### src/rtl/bollinger_band_tracker_macros.svh
// Assertion macros used by the band tracker RTL.
`ifndef BOLLINGER_BAND_TRACKER_MACROS_SVH
`define BOLLINGER_BAND_TRACKER_MACROS_SVH

// Same-cycle implication, checked outside reset.
`define BBT_ASSERT_NOW(lbl, ante, cons) \
  lbl: assert property (@(posedge clk) disable iff (!rst_n) (ante) |-> (cons)) \
    else $error("bollinger_band_tracker: check failed");

// Next-cycle implication, checked outside reset.
`define BBT_ASSERT_NEXT(lbl, ante, cons) \
  lbl: assert property (@(posedge clk) disable iff (!rst_n) (ante) |=> (cons)) \
    else $error("bollinger_band_tracker: check failed");

`endif

### src/rtl/bbt_pkg.sv
// Shared constants, register codes and unit status type of the band tracker.
package bbt_pkg;

  localparam int WINDOW_MAX_DEF = 64;

  localparam int PRICE_W    = 32;
  localparam int WLEN_W     = 7;
  localparam int FACTOR_W   = 16;
  localparam int VAR_W      = 64;
  localparam int ROOT_W     = 32;
  localparam int FRAC_SHIFT = 8;

  localparam int CFG_IDX_W  = 2;
  localparam int CFG_DATA_W = 16;

  localparam logic [CFG_IDX_W-1:0] REG_WINDOW_LENGTH     = 2'd0;
  localparam logic [CFG_IDX_W-1:0] REG_BAND_WIDTH_FACTOR = 2'd1;

  localparam logic [WLEN_W-1:0]   WLEN_RESET   = 7'd20;
  localparam logic [FACTOR_W-1:0] FACTOR_RESET = 16'd512;

  typedef struct packed {
    logic busy;
    logic done;
  } unit_sts_t;

endpackage

### src/rtl/bbt_sqrt.sv
// Digit-by-digit integer square root: one root bit per cycle.
module bbt_sqrt (
  input  logic                         clk,
  input  logic                         rst_n,
  input  logic                         start,
  input  logic [bbt_pkg::VAR_W-1:0]    radicand,
  output logic [bbt_pkg::ROOT_W-1:0]   root,
  output bbt_pkg::unit_sts_t           sts
);

  localparam int RW = bbt_pkg::ROOT_W;
  localparam int VW = bbt_pkg::VAR_W;
  localparam int CW = $clog2(RW);

  logic [CW-1:0] cnt_r;
  logic          busy_r;
  logic          done_r;
  logic [VW-1:0] v_r;
  logic [RW-1:0] root_r;
  logic [RW+1:0] rem_r;

  logic [RW+3:0] rem_sh;
  logic [RW+3:0] trial;
  logic [RW+3:0] rem_diff;
  logic          fits;

  always_comb begin
    rem_sh   = {rem_r, v_r[VW-1:VW-2]};
    trial    = {2'b00, root_r, 2'b01};
    rem_diff = rem_sh - trial;
    fits     = (rem_sh >= trial);
  end

  always_ff @(posedge clk) begin
    if (!rst_n) begin
      busy_r <= 1'b0;
      done_r <= 1'b0;
      cnt_r  <= '0;
    end else begin
      done_r <= busy_r && (cnt_r == CW'(RW - 1));
      if (start) begin
        busy_r <= 1'b1;
        cnt_r  <= '0;
      end else if (busy_r) begin
        cnt_r <= cnt_r + 1'b1;
        if (cnt_r == CW'(RW - 1)) begin
          busy_r <= 1'b0;
        end
      end
    end
  end

  always_ff @(posedge clk) begin
    if (start) begin
      v_r    <= radicand;
      root_r <= '0;
      rem_r  <= '0;
    end else if (busy_r) begin
      v_r    <= {v_r[VW-3:0], 2'b00};
      root_r <= {root_r[RW-2:0], fits};
      rem_r  <= fits ? rem_diff[RW+1:0] : rem_sh[RW+1:0];
    end
  end

  assign root     = root_r;
  assign sts.busy = busy_r;
  assign sts.done = done_r;

endmodule

### config.mk
export PLATFORM = sky130hd
export DESIGN_NAME = bbt_sqrt
export DESIGN_NICKNAME = d
export VERILOG_FILES = /design/src/rtl/bollinger_band_tracker_macros.svh /design/src/rtl/bbt_pkg.sv /design/src/rtl/bbt_sqrt.sv
export SDC_FILE = /design/constraint.sdc
export NUM_CORES = 1
export LEC_CHECK = 0
export BUFFER_PORTS_ARGS = -buffer_cell sky130_fd_sc_hd__buf_2
export CAP_MARGIN = 20
export CORE_ASPECT_RATIO = 0.5
export CORE_MARGIN = 5
export CORE_UTILIZATION = 58
export CTS_CLUSTER_DIAMETER = 30
export DETAILED_ROUTE_END_ITERATION = 10
export GPL_TIMING_DRIVEN = 0
export PLACE_DENSITY = 0.82
export SYNTH_ARGS = -nofsm -noshare
export SYNTH_HDL_FRONTEND = slang
export SYNTH_SLANG_ARGS = --single-unit
export TNS_END_PERCENT = 50
### constraint.sdc
create_clock -name clk -period 4 [get_ports clk]
set_input_delay 0.4 -clock clk [delete_from_list [all_inputs] [get_ports clk]]
set_output_delay 0.4 -clock clk [all_outputs]
set_load 0.01 [all_outputs]
==> summary.md, run 1 <==
Clock network
* **post-cts sizing count** 0
* **clock transition time at the flip-flop clock pins of the worst setup and hold paths** 0.06 ns
* **number of buffers added by the clock tree synthesis step** 17
* **CTS tree** built
* **worst skew pair latency** 0.42 ns
* **number of buffers on the longest clock path** 2
* **number of setup buffers added after CTS** 0
* **CTS hold repair buffers** 0
* **CTS Root Cell** sky130_fd_sc_hd__clkbuf_16
* **total number of H-tree levels** 4
* **CTS sink count** 137

STA
* **RSZ-0062 raised after global routing** false
* **post-route fraction of the period consumed by the critical path** 93.0%
* **Finish-stage setup viols** 0
* **setup TNS** 0 ns
* **final slew viol count** 0
* **number of failing hold endpoints at the final stage** 0
* **Final Hold Slack** 0.217 ns
* **maximum clock frequency** 0.269 GHz
* **Max-slew headroom** 44.9%
* **actual transition at the worst max-transition pin** 0.827 ns
* **crit path time final** 3.72 ns
* **Setup Skew** 0.00871 ns

Final layout
* **multi-input combinational cell area** 0.00384 mm2
* **net total in the final layout** 971
* **antenna fix cells** 0
* **layout cells sized above 1** 24.6%
* **Layout fillers** 959
* **register area** 0.00338 mm2
* **area delta synth->final** 17.3%
* **final core utilization** 69.7%

Critical path
* **Critical Path Start Type** flip-flop
* **worst reg2reg startpoint** root[0]
* **Critical Path Slowest Stage Cell** sky130_fd_sc_hd__clkbuf_1
* **critical setup path kind** flip-flop to flip-flop
* **crit end category** flip-flop
* **Worst Path Arrival** 4.04 ns
* **top cell family by delay on the critical path** compound AO/OA/AOI/OAI gates
* **endpoint of the most critical register-to-register path** rem_r[2]
* **crit-path max cell delay** 0.59 ns
* **largest fanout on the critical path** 10
* **critical path cell sequence** inv_1, ha_1, nor2b_1, o311ai_1, a211oi_1, o21bai_1, a311oi_4, nor2_2, clkbuf_1, nand2_1, a311oi_1
* **Worst Reg2Reg Path Length in Cells** 11
* **WP data required** 4.32 ns
* **count of buffer and inverter cells on the critical path** 2
* **Reg2Reg Setup Slack** 0.28 ns

Worst hold path
* **Hold Startpoint** rst_n
* **Hold Path Class** input port to flip-flop
* **count of cells along the worst hold path** 2
* **worst min-delay path endpoint** busy_r

Synthesis
* **number of flops mapped to enable cells by yosys** 64
* **warnings from Yosys** 0
* **portion of the post-synthesis area used by sequential elements** 44.8%
* **fraction of post-synthesis cell area in the top cell type by area** 25.5%
* **commonest register cell after synthesis** sky130_fd_sc_hd__dfxtp_1
* **Syn Nets** 852
* **most numerous cell types in the synthesized netlist** sky130_fd_sc_hd__nor2_1, sky130_fd_sc_hd__dfxtp_1, sky130_fd_sc_hd__nand2_1, sky130_fd_sc_hd__edfxtp_1, sky130_fd_sc_hd__mux2_2
* **#FFs+latches synth** 137
* **top cell type by total area after synthesis** sky130_fd_sc_hd__edfxtp_1
* **leading cell types by total area after synthesis** sky130_fd_sc_hd__edfxtp_1, sky130_fd_sc_hd__dfxtp_1, sky130_fd_sc_hd__mux2_2
* **synthesized cell area** 0.00755 mm2
* **async set-or-reset flop fraction in the synthesized netlist** 0%
* **most numerous cell in the Yosys netlist** sky130_fd_sc_hd__nor2_1
* **cell count after synthesis** 749
* **number of different library cells in the post-synthesis netlist** 59
* **average cell area after synthesis** 10.1 um2

Global routing
* **vias in the first global route** 5,899
* **number of antenna violations at the first check in global routing** 0
* **first-pass GRT wire length** 29.5 mm
* **gr usage total** 23.5%
* **maximum number of pins on one net before global-route repair** 44
* **global route overflow** 0

Floorplan
* **initial core utilization** 59.4%
* **cell row count** 29
* **horizontal extent of the die** 171 um
* **total I/O pin count** 101
* **die height** 90.7 um
* **die area** 0.0155 mm2
* **core area** 0.0127 mm2

Status
* **status** finished, final reports clean

Job
* **number of maximum-capacitance violations** 0

Routing
* **Routed WL** 18.1 mm
* **Routed WL per cell** 17.2 um
* **DRC errors left** 0
* **initial DRC count** 515
* **number of vias in the routed layout** 6,098
* **via density per instance** 5.80
* **first-pass iteration count of the detailed router** 6
* **residual antenna-violating net count after detailed routing** 0

Placed design
* **final RePlAce weighted congestion** 0.954
* **dpl hpwl** 12.8 mm
* **count of input and output buffers** 99

Power
* **Max VDD drop** 0.285 mV
* **leakage power** 0.00361 uW
* **total power after layout** 4980 uW
* **Power Dens Cells** 562 mW/mm2

where the power goes:
group	total (uW)	switching [uW]	internal, uW
Combinational	1730	1020	704
Clock	1550	672	880
Sequential	1700	78.5	1620
Total	4980	1770	3200
worst max-delay path by stage:
stage | endpoint | depth (start not counted) | startpoint | slack [ns]
2_1_floorplan | rem_r[18] | 9 | root[11] | 1.11
3_3_place_gp | rem_r[2] | 11 | root[0] | 0.35
3_5_place_dp | rem_r[26] | 11 | root[0] | 0.41
4_1_cts | rem_r[2] | 11 | root[0] | 0.36
5_1_grt | rem_r[2] | 11 | root[0] | 0.13
6_report | rem_r[2] | 11 | root[0] | 0.28
layer usage:
layer | vias to the layer above | share of wire [%] | global-route usage [%]
li1 | 2970 | - | -
met1 | 2852 | 44 | 32.3
met2 | 243 | 44 | 35.8
met3 | 33 | 9.8 | 7.74
met4 | 0 | 1.9 | 6.46
met5 | - | 0 | 0
stage by stage:
stage,setup slack [ns],std cells,instance area [um2]
6_report,0.282,1051,8860
5_1_grt,0.132,1051,8860
4_1_cts,0.359,1051,8860
3_5_place_dp,0.410,1019,8280
3_3_place_gp,0.353,1018,8260
2_1_floorplan,1.11,749,7550
layout by cell type, fill, tap and decap left out, drive strengths merged, types with 3 or more instances in the layout:
master	netlist	layout
buf	11	111
nor2	81	81
dfxtp	73	73
nand2	68	68
mux2	65	65
edfxtp	64	64
inv	38	47
clkbuf	27	44
a21oi	42	42
ha	36	36
mux2i	35	35
a311oi	23	23
o21ai	22	22
xnor2	14	14
nand3	13	13
nor3	10	10
nand2b	10	10
nand4	9	9
a21o	9	9
xor2	8	8
o21bai	7	7
nor2b	7	7
and3	7	7
o211ai	6	6
a31oi	6	6
o21a	6	6
a21boi	5	5
and2	5	5
a211oi	5	5
o31ai	4	4
or3	4	4
clkinv	0	4
a41oi	3	3
a211o	3	3
or3b	3	3
area by class of cell:
type / count / share of cell area, %
buffer: 38 / 2.02
clock buffer: 17 / 4.80
clock inverter: 15 / 1.74
inverter: 38 / 1.61
multi-input combinational: 536 / 43.4
sequential: 137 / 38.2
tap: 170 / 2.40
timing repair buffer: 100 / 5.82
flip-flops by register name, indices dropped and copies added, names as in the netlist:
signal and cells:
v_r 64, busy_r 1, root 32, cnt_r 5
rem_r 34, done_r 1
kinds of logic after synthesis:
kind of cell    synth area share (%)
simple gates                    13.5
fa+ha+maj                       5.97
flops                           44.8
xor+xnor                        2.55
buf+inv                         4.26
compound gates                  14.6
mux                             14.3
Power figures use the tool's default switching activity.
==> run 2, diff against run 1 <==
BUFFER_PORTS_ARGS = default   (was -buffer_cell sky130_fd_sc_hd__buf_2)
CORE_UTILIZATION = 64   (was 58)
DONT_BUFFER_PORTS = 1   (was default)
==> summary.md, run 2 (synthesized netlist as in run 1, its figures left out) <==
STA
* **crit path time final** 3.79 ns
* **Setup Skew** 0.00696 ns
* **actual transition at the worst max-transition pin** 0.793 ns
* **Final Hold Slack** 0.100 ns
* **post-route fraction of the period consumed by the critical path** 94.9%
* **setup TNS** 0 ns
* **Finish-stage setup viols** 0
* **number of failing hold endpoints at the final stage** 0
* **RSZ-0062 raised after global routing** false
* **final slew viol count** 0
* **final worst setup slack** 0.205 ns
* **Max-slew headroom** 46.8%
* **maximum clock frequency** 0.264 GHz

Final layout
* **Layout fillers** 845
* **most frequent cells in the layout** sky130_fd_sc_hd__nor2_1, sky130_fd_sc_hd__dfxtp_1, sky130_fd_sc_hd__nand2_1
* **final non-filler cell area** 0.00836 mm2
* **layout cells sized above 1** 15.2%
* **net total in the final layout** 872
* **largest register by flop count** v_r
* **most common cell after layout, fill and taps aside** sky130_fd_sc_hd__nor2_1
* **area delta synth->final** 10.8%
* **flip-flop count of the largest register after layout** 64

Job
* **number of maximum-capacitance violations** 0

Critical path
* **crit end category** flip-flop
* **worst reg2reg startpoint** root[0]
* **critical setup path kind** flip-flop to flip-flop
* **Critical Path Start Type** flip-flop
* **WP data required** 4.26 ns
* **largest fanout on the critical path** 10
* **Critical Path Slowest Stage Cell** sky130_fd_sc_hd__a211oi_1
* **critical path cell sequence** inv_1, ha_1, nor2b_1, o311ai_1, a211oi_1, o21bai_1, a311oi_4, nor2_2, buf_6, buf_2, nand2_1, a41oi_1
* **Worst Path Arrival** 4.06 ns
* **Worst setup startpoint** root[0]
* **crit-path max cell delay** 0.69 ns

Clock network
* **CTS tree** built
* **CTS sink count** 137
* **number of buffers on the longest clock path** 2
* **clock transition time at the flip-flop clock pins of the worst setup and hold paths** 0.06 ns
* **number of buffers added by the clock tree synthesis step** 17
* **CTS hold repair buffers** 0
* **total number of H-tree levels** 4
* **number of setup buffers added after CTS** 0
* **worst skew pair latency** 0.42 ns
* **CTS Root Cell** sky130_fd_sc_hd__clkbuf_16
* **post-cts sizing count** 0

Global routing
* **gr usage total** 26.6%
* **first-pass GRT wire length** 29.5 mm
* **maximum number of pins on one net before global-route repair** 39
* **vias in the first global route** 5,829
* **global route overflow** 0
* **number of antenna violations at the first check in global routing** 3

Routing
* **Routed WL per cell** 19.4 um
* **Routed WL** 18.4 mm
* **initial DRC count** 461
* **DRC errors left** 0
* **first-pass iteration count of the detailed router** 5
* **via density per instance** 6.19
* **number of vias in the routed layout** 5,866
* **residual antenna-violating net count after detailed routing** 0

Floorplan
* **die height** 86.8 um
* **initial core utilization** 64.7%
* **core area** 0.0117 mm2
* **total I/O pin count** 101
* **die area** 0.0142 mm2
* **cell row count** 28
* **horizontal extent of the die** 164 um

Placed design
* **dpl hpwl** 12.9 mm
* **count of input and output buffers** 0
* **placement-stage worst setup slack** 0.203 ns
* **area post-placement** 0.00778 mm2
* **final RePlAce weighted congestion** 0.933

Power
* **Power Dens Cells** 598 mW/mm2
* **leakage power** 0.00316 uW
* **Max VDD drop** 0.302 mV
* **total power after layout** 5000 uW

Status
* **status** finished, final reports clean

Worst hold path
* **Hold Path Class** input port to flip-flop
* **Hold Startpoint** rst_n

[run 2: report_power, final]
group	total, uW	switching (uW)	leakage, uW	internal, uW
Clock	1560	676	0.000281	885
Combinational	1740	1050	0.00164	683
Sequential	1700	83.2	0.00124	1620
Total	5000	1810	0.00316	3180
[run 2: final cells by class]
| type | count | area (um2) | share of cell area [%] |
|---|---|---|---|
| tap | 165 | 206 | 2.47 |
| multi-input combinational | 536 | 3840 | 46.0 |
| sequential | 137 | 3380 | 40.5 |
| buffer | 38 | 180 | 2.15 |
| clock buffer | 18 | 429 | 5.13 |
| inverter | 38 | 143 | 1.71 |
| timing repair buffer | 1 | 20.0 | 0.239 |
| clock inverter | 14 | 154 | 1.84 |
| antenna | 1 | 2.50 | 0.0299 |
[run 2: worst max-delay path: cells and delay by family, from the launching register on]
kind | cells | cell delay (ns)
and+or+nand+nor | 3 | 0.48
buffers and inverters | 3 | 0.50
DFF | 1 | 0.47
adders and majority gates | 1 | 0.35
AOI/OAI and AO/OA | 5 | 1.82
[run 2: worst paths after layout]
check | slack (ns) | cells past startpoint | end
worst max-delay path | 0.21 | 12 | rem_r[23]
worst max register to register | 0.21 | 12 | rem_r[23]
worst min register to register | 0.50 | 2 | rem_r[33]
worst min-delay path | 0.10 | 1 | busy_r
[run 2: per-layer routing]
layer	up-vias	GRT usage, %	routed length, um
met4	4	10.4	408
met5	-	0	25
met1	2785	33.7	7880
li1	2780	-	-
met3	43	10.8	1890
met2	254	41.3	8210
[run 2: per-stage QoR]
step                cells  util, %
floorplan             749        -
global placement      914     66.5
detailed placement    915     66.7
CTS                   947     71.7
global route          948     71.7
finish                948     71.7
