===== config.mk =====
export PLATFORM = sky130hd
export DESIGN_NAME = bbt_div
export DESIGN_NICKNAME = d
export VERILOG_FILES = /design/src/rtl/bollinger_band_tracker_macros.svh /design/src/rtl/bbt_pkg.sv /design/src/rtl/bbt_div.sv
export SDC_FILE = /design/constraint.sdc
export NUM_CORES = 1
export LEC_CHECK = 0
export BUFFER_PORTS_ARGS = -buffer_cell sky130_fd_sc_hd__buf_2
export CORE_MARGIN = 1.5
export CORE_UTILIZATION = 43
export CTS_CLUSTER_DIAMETER = 50
export CTS_CLUSTER_SIZE = 12
export DETAILED_ROUTE_END_ITERATION = 8
export PLACE_DENSITY = 0.75
export SETUP_SLACK_MARGIN = 0.2
export SLEW_MARGIN = 40
export SYNTH_ARGS = -nofsm -noshare
export SYNTH_HDL_FRONTEND = slang
export SYNTH_SLANG_ARGS = --single-unit
export TNS_END_PERCENT = 20

===== constraint.sdc =====
create_clock -name clk -period 4.4 [get_ports clk]
set_input_delay 0.44 -clock clk [delete_from_list [all_inputs] [get_ports clk]]
set_output_delay 0.44 -clock clk [all_outputs]
set_load 0.03 [all_outputs]

===== src/rtl/bollinger_band_tracker_macros.svh =====
// Assertion macros used by the band tracker RTL.
`ifndef BOLLINGER_BAND_TRACKER_MACROS_SVH
`define BOLLINGER_BAND_TRACKER_MACROS_SVH

// Same-cycle implication, checked outside reset.
`define BBT_ASSERT_NOW(lbl, ante, cons) \
  lbl: assert property (@(posedge clk) disable iff (!rst_n) (ante) |-> (cons)) \
    else $error("bollinger_band_tracker: check failed");

// Next-cycle implication, checked outside reset.
`define BBT_ASSERT_NEXT(lbl, ante, cons) \
  lbl: assert property (@(posedge clk) disable iff (!rst_n) (ante) |=> (cons)) \
    else $error("bollinger_band_tracker: check failed");

`endif


===== src/rtl/bbt_pkg.sv =====
// Shared constants, register codes and unit status type of the band tracker.
package bbt_pkg;

  localparam int WINDOW_MAX_DEF = 64;

  localparam int PRICE_W    = 32;
  localparam int WLEN_W     = 7;
  localparam int FACTOR_W   = 16;
  localparam int VAR_W      = 64;
  localparam int ROOT_W     = 32;
  localparam int FRAC_SHIFT = 8;

  localparam int CFG_IDX_W  = 2;
  localparam int CFG_DATA_W = 16;

  localparam logic [CFG_IDX_W-1:0] REG_WINDOW_LENGTH     = 2'd0;
  localparam logic [CFG_IDX_W-1:0] REG_BAND_WIDTH_FACTOR = 2'd1;

  localparam logic [WLEN_W-1:0]   WLEN_RESET   = 7'd20;
  localparam logic [FACTOR_W-1:0] FACTOR_RESET = 16'd512;

  typedef struct packed {
    logic busy;
    logic done;
  } unit_sts_t;

endpackage


===== src/rtl/bbt_div.sv =====
// Shared radix-2 restoring divider: one quotient bit per cycle.
module bbt_div #(
  parameter int DW = bbt_pkg::VAR_W + $clog2(bbt_pkg::WINDOW_MAX_DEF),
  parameter int VW = $clog2(bbt_pkg::WINDOW_MAX_DEF + 1)
) (
  input  logic               clk,
  input  logic               rst_n,
  input  logic               start,
  input  logic [DW-1:0]      dividend,
  input  logic [VW-1:0]      divisor,
  output logic [DW-1:0]      quotient,
  output bbt_pkg::unit_sts_t sts
);

  localparam int CW = $clog2(DW);

  logic [CW-1:0] cnt_r;
  logic          busy_r;
  logic          done_r;
  logic [DW-1:0] dvd_r;
  logic [VW-1:0] dvs_r;
  logic [VW-1:0] rem_r;

  logic [VW:0]   rem_sh;
  logic [VW:0]   rem_diff;
  logic          fits;
  logic [VW-1:0] rem_nxt;
  logic [DW-1:0] dvd_nxt;

  always_comb begin
    rem_sh   = {rem_r, dvd_r[DW-1]};
    rem_diff = rem_sh - {1'b0, dvs_r};
    fits     = (rem_sh >= {1'b0, dvs_r});
    rem_nxt  = fits ? rem_diff[VW-1:0] : rem_sh[VW-1:0];
    dvd_nxt  = {dvd_r[DW-2:0], fits};
  end

  always_ff @(posedge clk) begin
    if (!rst_n) begin
      busy_r <= 1'b0;
      done_r <= 1'b0;
      cnt_r  <= '0;
    end else begin
      done_r <= busy_r && (cnt_r == CW'(DW - 1));
      if (start) begin
        busy_r <= 1'b1;
        cnt_r  <= '0;
      end else if (busy_r) begin
        cnt_r <= cnt_r + 1'b1;
        if (cnt_r == CW'(DW - 1)) begin
          busy_r <= 1'b0;
        end
      end
    end
  end

  always_ff @(posedge clk) begin
    if (start) begin
      dvd_r <= dividend;
      dvs_r <= divisor;
      rem_r <= '0;
    end else if (busy_r) begin
      dvd_r <= dvd_nxt;
      rem_r <= rem_nxt;
    end
  end

  assign quotient = dvd_r;
  assign sts.busy = busy_r;
  assign sts.done = done_r;

endmodule


==> results.txt, run 1 <==
status = complete, no violations
actual slew at the worst max-slew pin = 707 ps
Crit-path slowest cell = fa_1
nets = 541
initial antenna violation count = 0
CTS tree = yes
Longest Clk Path Bufs = 2
Die Ht = 104 microns
Post-synth EDFFs = 77
placed cell count = 573
net count after synthesis = 394
peak supply drop = 0.195 mV
Final Max Slew Viols = 0
Max Fanout on Critical Path = 9
share of the yosys chip area belonging to registers = 60.1%
die area = 10800 sq um
Crit Path Class = register to register
Yosys top cell by area = edfxtp_1
reg-to-reg setup timing slack = 2070 ps
Top Ports = 152
Core ar. = 9820 sq um
share of cells above drive strength 1 = 54.4%
Register Area = 2630 sq um
GRT Total Usage = 16.7%
clk sinks = 93
setup_tns = 0 ps
Fill cells = 860
clk_skew = 7.87 ps
synth warn = 0
average cell area after synthesis = 14.4 sq um
f_max = 430 MHz
Worst R2R End = rem_r[0]
Max Cap Violations = 0
#FFs+latches synth = 93
CP endpoint kind = register
critical path depth in cells = 7
initial core utilization = 44.6%
port bufs = 151
Setup crit start = quotient[69]
slew margin rel. = 52.9%
Wirelength per Cell = 15.2 microns
crit path to = rem_r[0]
number of H-tree levels = 3
Top FF cell, synth = edfxtp_1
Finished Layout Cells = 589
Detailed Route Iter0 Violations = 192
Worst R2R Path Depth = 7
post-synthesis cell type count = 50
RR Startpoint = quotient[69]
Synth top area share = 52.8%
most common cell in the netlist = edfxtp_1
Detailed Place HPWL = 6.49 mm
Required @ worst endpoint = 4670 ps
vias in the first global route = 2941
Crit path arrival time = 2590 ps
Via density = 5.06
GR Overflow Total = 0
DR pass1 iterations = 4
final WL = 8.94 mm
pwr dens = 396 nW/um^2
Root Buffer Master = clkbuf_8
worst skew pair latency = 350 ps
# resized after CTS = 0
first-pass GRT wire length = 14.4 mm
Cells after Synth = 304
Num CTS Buffers = 9
clock slew at reported path FFs = 90 ps
antenna cell count = 0
Hold Crit Class = primary input to register
Std-Cell Rows = 36
CP peak stage delay = 410 ps
Multi-input gate area = 1590 sq um
CP bufs+invs = 1
synthesized area = 4380 sq um
Async SR Flop Fraction = 0%
CP Cell Sequence = inv_1 -> ha_1 -> fa_1 -> nand2b_1 -> a211o_1 -> and3_1 -> a311oi_2
Die X = 104 microns
Setup Viol. Count Final = 0
gpl congestion = 0.804
RSZ-0062 raised after global routing = no
number of hold buffers added after CTS = 0
Hold Fails Final Rpt = 0
routed via count = 2978
DR DRC count = 0
Worst setup SP type = register
leakage = 2.24 nW
synth top area cells = edfxtp_1 53%, mux2_2 18%, dfxtp_1 7.3%, ha_1 2.6%, inv_1 1.1%
min cycle time layout = 2330 ps
CP top delay family = compound AO/OA/AOI/OAI gates
Post-synth top cells = 77 x edfxtp_1, 69 x mux2_2, 16 x dfxtp_1
period utilization = 52.9%
post-CTS setup buffers = 0
Area Growth Syn to Fin = 23.9%
post-route ant nets = 0
largest net degree at the start of global routing = 52
==> stage by stage <==
stage | hold slack, ps | instance area (sq um) | setup WS (ps) | util [%] | power, mW
2_1_floorplan | 454 | 4380 | 1960 | - | 1.42
3_3_place_gp | 473 | 5210 | 1920 | 53.1 | 1.54
3_5_place_dp | 479 | 5210 | 1870 | 53.1 | 1.55
4_1_cts | 245 | 5430 | 2080 | 55.3 | 2.17
5_1_grt | 243 | 5430 | 1930 | 55.3 | 2.24
6_report | 258 | 5430 | 2070 | 55.3 | 2.15
==> cell families after synthesis <==
kind of cell | share of synthesized area (%)
flops | 60.1
mux | 18.0
simple gates | 7.03
xor+xnor | 1.20
compound gates | 6.97
buf+inv | 3.69
fa+ha+maj | 3.03
==> layer usage <==
metal	part of all wire, %	up-vias	GRT usage [%]
met2	49	113	27.7
met1	42	1413	20.5
li1	-	1435	-
met3	7.1	17	4.82
met5	0	-	0
met4	2.2	0	6.75
==> worst reg2reg max path, stage by stage (launching register included) <==
cell,delay [ps]
edfxtp_1,360
inv_1,80
ha_1,240
fa_1,410
nand2b_1,180
a211o_1,380
and3_1,320
a311oi_2,280
==> power by group <==
group          internal, mW  switching (mW)
combinational         0.166           0.271
clock                 0.321           0.296
sequential             1.05          0.0412
==> flip-flops by register name, summed over array words and instances (netlist names) <==
| signal | count |
|---|---|
| cnt_r | 7 |
| dvs_r | 7 |
| quotient | 70 |
| done_r | 1 |
| busy_r | 1 |
| rem_r | 7 |
==> worst min-delay path by stage <==
stage,depth (start not counted),startpoint,end
5_1_grt,1,divisor[2],dvs_r[2]
4_1_cts,1,divisor[6],dvs_r[6]
2_1_floorplan,2,cnt_r[6],done_r
6_report,1,divisor[6],dvs_r[6]
3_3_place_gp,2,cnt_r[6],cnt_r[6]
3_5_place_dp,2,cnt_r[6],done_r
==> area by class of cell <==
| type | instances | share of cell area [%] |
|---|---|---|
| clock buffer | 10 | 2.35 |
| clock inverter | 6 | 1.59 |
| inverter | 13 | 0.899 |
| multi-input combinational | 180 | 29.2 |
| sequential | 93 | 48.5 |
| tap | 133 | 3.07 |
| timing repair buffer | 154 | 14.4 |
==> cell usage in the layout (no fill, tap or decap), types with 5 or more instances in the layout <==
| cell | n |
|---|---|
| nor2_1 | 13 |
| nor3b_1 | 6 |
| nand2_1 | 10 |
| edfxtp_1 | 77 |
| o21ai_0 | 7 |
| dfxtp_1 | 16 |
| buf_2 | 150 |
| mux2_2 | 69 |
| inv_1 | 13 |
| nor2b_1 | 5 |
| clkbuf_8 | 9 |
| ha_1 | 9 |
Note: power is estimated with default switching activity, not from simulation.
==> run 2, diff against run 1 <==
Settings changed: ABC_AREA set to 1.
Clock period 4.4 ns to 2.4 ns, I/O delays scaled along.
==> run 2 against run 1 <==
Wire length is 13% higher. Non-clock buffer count increased by 2. Sequential share of layout area rose by 0.13 points. Global-route usage increased by 2.5 points. Flip-flop and latch count unchanged. Maximum frequency is 26% higher. Sequential power rose by 84%. Final cell count up 29%. Highest routed layer unchanged.
==> results.txt, run 2 <==
vias in the first global route = 3280 (was 2941)
Crit-path slowest cell = fa_1 (unchanged)
initial core utilization = 44.3% (was 44.6%)
share of the yosys chip area belonging to registers = 60.8% (was 60.1%)
routed wl met3 = 733 microns (was 632 microns)
Longest Clk Path Bufs = 2 (unchanged)
sw power = 1.21 mW (was 608 uW)
Post-synth EDFFs = 77 (unchanged)
Clock power frac = 25.3% (was 28.7%)
clk_skew = 13.6 ps (was 7.87 ps)
largest net degree at the start of global routing = 72 (was 52)
Required @ worst endpoint = 2710 ps (was 4670 ps)
Detailed Route Iter0 Violations = 153 (was 192)
Async SR Flop Fraction = 0% (unchanged)
sequential power share = 53.5% (was 50.9%)
Top Ports = 152 (unchanged)
Fill cells = 892 (was 860)
Via density = 4.73 (was 5.06)
net count after synthesis = 563 (was 394)
Worst setup SP type = register (unchanged)
number of H-tree levels = 3 (unchanged)
synthesized area = 4330 sq um (was 4380 sq um)
Highest Signal Layer = met4 (unchanged)
slew margin rel. = 53.9% (was 52.9%)
Area Growth Syn to Fin = 25.0% (was 23.9%)
port bufs = 151 (unchanged)
Die Ht = 103 microns (was 104 microns)
Max Cap Violations = 0 (unchanged)
pwr dens = 694 nW/um^2 (was 396 nW/um^2)
Crit path arrival time = 2160 ps (was 2590 ps)
Num CTS Buffers = 9 (unchanged)
max FFs per register = 70 (unchanged)
CP Cell Sequence = inv_1 -> ha_1 -> fa_1 -> inv_1 -> nand2_1 -> nand2_2 -> nand2_1 -> nand2_1 -> nand2_2 -> nand3b_1 -> nand3_1 -> nand2_1 (was inv_1 -> ha_1 -> fa_1 -> nand2b_1 -> a211o_1 -> and3_1 -> a311oi_2)
actual slew at the worst max-slew pin = 692 ps (was 707 ps)
Crit Path Class = register to register (unchanged)
Placement Setup Slack = 577 ps (was 1870 ps)
Placed Area = 5240 sq um (was 5210 sq um)
post-synthesis cell type count = 29 (was 50)
Detailed Place HPWL = 7.33 mm (was 6.49 mm)
initial antenna violation count = 0 (unchanged)
number of hold buffers added after CTS = 0 (unchanged)
post-route ant nets = 0 (unchanged)
Top FF cell, synth = edfxtp_1 (unchanged)
wire length on met1 = 4.22 mm (was 3.74 mm)
GR Overflow Total = 0 (unchanged)
Switching Share = 32.1% (was 28.3%)
#FFs+latches synth = 93 (unchanged)
average cell area after synthesis = 9.16 sq um (was 14.4 sq um)
f_max = 542 MHz (was 430 MHz)
Wirelength per Cell = 13.2 microns (was 15.2 microns)
DR pass1 iterations = 5 (was 4)
Root Buffer Master = clkbuf_8 (unchanged)
peak supply drop = 0.563 mV (was 0.195 mV)
share of cells above drive strength 1 = 30.0% (was 54.4%)
# resized after CTS = 0 (unchanged)
synth warn = 0 (unchanged)
synth top area cells = edfxtp_1 53%, nand2_1 22%, dfxtp_1 7.4%, ha_1 2.6%, inv_1 2.6% (was edfxtp_1 53%, mux2_2 18%, dfxtp_1 7.3%, ha_1 2.6%, inv_1 1.1%)
min cycle time layout = 1840 ps (was 2330 ps)
most common cell after layout, fill and taps aside = nand2_1 (was buf_2)
routed via count = 3597 (was 2978)
first-pass GRT wire length = 15.3 mm (was 14.4 mm)
DR DRC count = 0 (unchanged)
Max Fanout on Critical Path = 8 (was 9)
gpl congestion = 0.805 (was 0.804)
hold slack = 52.6 ps (was 258 ps)
Setup Viol. Count Final = 0 (unchanged)
combinational power share = 21.1% (was 20.4%)
setup_tns = 0 ps (unchanged)
leakage = 2.72 nW (was 2.24 nW)
Core ar. = 9770 sq um (was 9820 sq um)
Cells after Synth = 473 (was 304)
CP endpoint kind = register (unchanged)
status = complete, no violations (unchanged)
CP most frequent cell = nand2_1
Hold Crit Class = primary input to register (unchanged)
GRT Total Usage = 19.2% (was 16.7%)
post-route setup slack = 557 ps (was 2070 ps)
most frequent cells in the layout = 252 x nand2_1, 151 x buf_2, 77 x edfxtp_1 (was 150 x buf_2, 77 x edfxtp_1, 69 x mux2_2)
Post-synth top cells = 252 x nand2_1, 77 x edfxtp_1, 30 x inv_1 (was 77 x edfxtp_1, 69 x mux2_2, 16 x dfxtp_1)
final WL = 10.1 mm (was 8.94 mm)
Final Max Slew Viols = 0 (unchanged)
Synth top area share = 53.4% (was 52.8%)
clk sinks = 93 (unchanged)
Internal Dissipation = 2.55 mW (was 1.54 mW)
CP bufs+invs = 2 (was 1)
antenna cell count = 0 (unchanged)
Yosys top cell by area = edfxtp_1 (unchanged)
CP peak stage delay = 400 ps (was 410 ps)
worst skew pair latency = 370 ps (was 350 ps)
met2 routed WL = 4.96 mm (was 4.36 mm)
RSZ-0062 raised after global routing = no (unchanged)
CTS tree = yes (unchanged)
Hold Fails Final Rpt = 0 (unchanged)
Die X = 103 microns (was 104 microns)
CP top delay family = simple AND/OR/NAND/NOR gates (was compound AO/OA/AOI/OAI gates)
die area = 10700 sq um (was 10800 sq um)
period utilization = 76.8% (was 52.9%)
clock slew at reported path FFs = 90 ps (about the same)
post-route design area = 5410 sq um (was 5430 sq um)
Core Util, Final = 55.4% (was 55.3%)
most common cell in the netlist = nand2_1 (was edfxtp_1)
Std-Cell Rows = 36 (unchanged)
nets = 712 (was 541)
post-CTS setup buffers = 0 (unchanged)
-- run 2: kinds of logic (layout without fill, tap and decap cells) --
kind of cell             Yosys count  after routing  share of synthesized area (%)
adder cells (fa/ha/maj)           10             10                           3.06
XOR/XNOR                           2              2                          0.404
buffers and inverters             52            206                           4.79
flip-flops                        93             93                           60.8
AO/OA/AOI/OAI                     14             14                           2.05
AND/OR/NAND/NOR                  302            302                           28.9
-- run 2: power groups by stage --
stage | registers (mW) | logic, mW | clock network, mW
2_1_floorplan | 2.28 | 0.287 | 0
3_3_place_gp | 2.04 | 0.784 | 0
3_5_place_dp | 2.04 | 0.800 | 0
4_1_cts | 2.01 | 0.800 | 0.983
5_1_grt | 2.03 | 0.868 | 1.04
6_report | 2.01 | 0.794 | 0.952
-- run 2: per-layer routing --
metal / vias up / global-route usage, %
met5: - / 0
met4: 0 / 5.51
met3: 9 / 7.33
met2: 138 / 32.1
met1: 1633 / 23.2
li1: 1817 / -
-- run 2: worst reg2reg max path, cell delays in order, from the launching register on --
cell	delay [ps]
edfxtp_1	360
inv_1	70
ha_1	220
fa_1	400
inv_1	90
nand2_1	60
nand2_2	70
nand2_1	80
nand2_1	80
nand2_2	100
nand3b_1	110
nand3_1	90
nand2_1	60
-- run 2: area by class of cell --
cell class                      instances  area (sq um)  share of cell area (%)
Clock buffer                            9           124                    2.29
Clock inverter                          7          50.0                   0.925
Inverter                               34           130                    2.40
Multi-Input combinational cell        328          1490                    27.6
Sequential cell                        93          2630                    48.6
Tap cell                              133           166                    3.07
Timing Repair Buffer                  156           818                    15.1
-- run 2: through the flow --
| step | total power [mW] | instances |
|---|---|---|
| floorplan | 2.56 | 473 |
| global placement | 2.82 | 744 |
| detailed placement | 2.84 | 744 |
| CTS | 3.79 | 760 |
| global route | 3.94 | 760 |
| finish | 3.76 | 760 |
-- run 2: worst paths after layout --
check / from / end / slack (ps) / depth (start not counted)
worst min-delay path: divisor[0] / dvs_r[0] / 50 / 1
worst max-delay path: quotient[69] / rem_r[5] / 560 / 12
worst min register to register: rem_r[5] / rem_r[5] / 480 / 2
worst max register to register: quotient[69] / rem_r[5] / 560 / 12
==> run 3, diff against run 2 <==
Settings changed: PLACE_DENSITY 0.75 to 0.78.
Clock period 2.4 ns to 1.5 ns, I/O delays scaled along.
==> run 3 against run 2 <==
The flow now finishes with violations (setup timing). Sequential share of layout area fell by 3.5 points. First-iteration DRC count rose by 24%. Final area rose by 8.1%. Maximum frequency increased by 6.0%. Utilization grew 4.5 points. Sequential power up 60%. Setup slack got worse by 800 ps. Critical path depth is 2 lower. Final cell count rose by 4.2%. Flip-flop and latch count unchanged. Worst hold slack got worse by 13 ps. Largest power group unchanged.
==> results.txt, run 3 (same netlist as run 2, synthesis figures left out) <==
status = complete, but fails checks (was complete, no violations)
failing checks = setup timing
GRT Total Usage = 20.6% (was 19.2%)
actual slew at the worst max-slew pin = 471 ps (was 692 ps)
peak supply drop = 0.595 mV (was 0.563 mV)
die area = 10700 sq um (unchanged)
clock slew at reported path FFs = 90 ps (about the same)
Die X = 103 microns (unchanged)
Root Buffer Master = clkbuf_8 (unchanged)
Area Growth Syn to Fin = 35.1% (was 25.0%)
clk sinks = 93 (unchanged)
clk_skew = 8.73 ps (was 13.6 ps)
post-route ant nets = 0 (unchanged)
f_max = 575 MHz (was 542 MHz)
Std-Cell Rows = 36 (unchanged)
initial core utilization = 44.3% (unchanged)
Hold Path Depth = 3 (was 1)
worst skew pair latency = 360 ps (was 370 ps)
Die Ht = 103 microns (unchanged)
most frequent cells in the layout = 246 x nand2_1, 150 x buf_2, 77 x edfxtp_1 (was 252 x nand2_1, 151 x buf_2, 77 x edfxtp_1)
gpl congestion = 0.880 (was 0.805)
Max Fanout on Critical Path = 7 (was 8)
placed cell count = 757 (was 744)
DR DRC count = 0 (unchanged)
Longest Clk Path Bufs = 2 (unchanged)
Worst R2R End = rem_r[2] (was rem_r[5])
GR Overflow Total = 0 (unchanged)
Detailed Route Iter0 Violations = 190 (was 153)
Core Util, Final = 59.9% (was 55.4%)
RSZ-0062 raised after global routing = yes (was no)
routed via count = 3778 (was 3597)
DR pass1 iterations = 5 (unchanged)
number of H-tree levels = 3 (unchanged)
Hold Crit Class = primary input to register (unchanged)
RR Startpoint = dvs_r[0] (was quotient[69])
Top Ports = 152 (unchanged)
Worst setup SP type = register (unchanged)
Detailed Place HPWL = 7.53 mm (was 7.33 mm)
period utilization = 116% (was 76.8%)
vias in the first global route = 3626 (was 3280)
post-route design area = 5850 sq um (was 5410 sq um)
Via density = 4.77 (was 4.73)
Setup Viol. Count Final = 8 (was 0)
HP Start = rst_n (was divisor[0])
CTS tree = yes (unchanged)
reg-to-reg setup timing slack = -240 ps (was 560 ps)
Num CTS Buffers = 9 (unchanged)
Wirelength per Cell = 13.5 microns (was 13.2 microns)
first-pass GRT wire length = 16.7 mm (was 15.3 mm)
pwr dens = 1110 nW/um^2 (was 694 nW/um^2)
setup_tns = -1650 ps (was 0 ps)
Hold Fails Final Rpt = 0 (unchanged)
most common cell after layout, fill and taps aside = nand2_1 (unchanged)
share of cells above drive strength 1 = 35.3% (was 30.0%)
slew margin rel. = 68.6% (was 53.9%)
port bufs = 151 (unchanged)
Max Cap Violations = 0 (unchanged)
Crit Path Class = register to register (unchanged)
Placed Area = 5390 sq um (was 5240 sq um)
nets = 743 (was 712)
min cycle time layout = 1740 ps (was 1840 ps)
Finished Layout Cells = 792 (was 760)
Placement Setup Slack = -230 ps (was 577 ps)
leakage = 2.96 nW (was 2.72 nW)
Crit path arrival time = 2000 ps (was 2160 ps)
initial antenna violation count = 1 (was 0)
CP endpoint kind = register (unchanged)
Core ar. = 9770 sq um (unchanged)
max FFs per register = 70 (unchanged)
Required @ worst endpoint = 1760 ps (was 2710 ps)
Final Max Slew Viols = 0 (unchanged)
worst hold endpoint = busy_r (was dvs_r[0])
final WL = 10.7 mm (was 10.1 mm)
post-route setup slack = -239 ps (was 557 ps)
largest net degree at the start of global routing = 48 (was 72)
Worst R2R Path Depth = 10 (was 12)
## run 3: worst max-delay path by stage
stage	start	to	slack [ps]	cells past startpoint
after detailed placement	quotient[69]	quotient[0]	-230	10
after global placement	dvs_r[0]	quotient[0]	-150	9
after global routing	dvs_r[0]	rem_r[5]	-320	11
after CTS	quotient[69]	quotient[0]	-190	10
after floorplan	quotient[69]	quotient[0]	-340	10
final	dvs_r[0]	rem_r[2]	-240	10
## run 3: critical path, cell delays in order (launching register included)
cell	delay, ps
edfxtp_1	430
ha_4	190
fa_2	340
inv_2	70
nand2_2	50
nand2_2	80
nand3_2	110
nand3_4	140
nand2_1	90
nand3_1	90
nand2_1	60
## run 3: through the flow
stage	hold WS, ps	power [mW]
2_1_floorplan	249	4.11
3_3_place_gp	329	4.59
6_report	39.6	6.52
3_5_place_dp	329	4.62
4_1_cts	9.45	6.53
5_1_grt	38.7	6.84
## run 3: final cells by class
type | instances | area [sq um]
inverter | 34 | 133
clock buffer | 12 | 178
clock inverter | 4 | 50.0
timing repair buffer | 187 | 1120
tap | 133 | 166
antenna | 1 | 2.50
multi-input combinational | 328 | 1570
sequential | 93 | 2640
fill | 856 | 3920
## run 3: repair_timing
item / CTS / global route
pin swaps: 10 / 12
hold endpoints to repair: 7 / 0
hold buffers: 7 / 0
setup endpoints to repair: 67 / 66
gates resized for setup: 9 / 15
buffers inserted: 4 / 7
## run 3: metal layers
| layer | part of all wire, % | GRT usage, % | wire length (microns) | up-vias |
|---|---|---|---|---|
| li1 | - | - | - | 1885 |
| met1 | 42 | 25.7 | 4530 | 1731 |
| met2 | 49 | 32.9 | 5280 | 143 |
| met3 | 6.3 | 4.44 | 676 | 19 |
| met4 | 2.3 | 12.2 | 244 | 0 |
| met5 | 0 | 0 | 0 | - |
## run 3: power breakdown
group | internal [mW] | switching [mW]
clock network | 0.976 | 0.890
logic | 0.510 | 0.934
registers | 3.08 | 0.135
total | 4.56 | 1.96
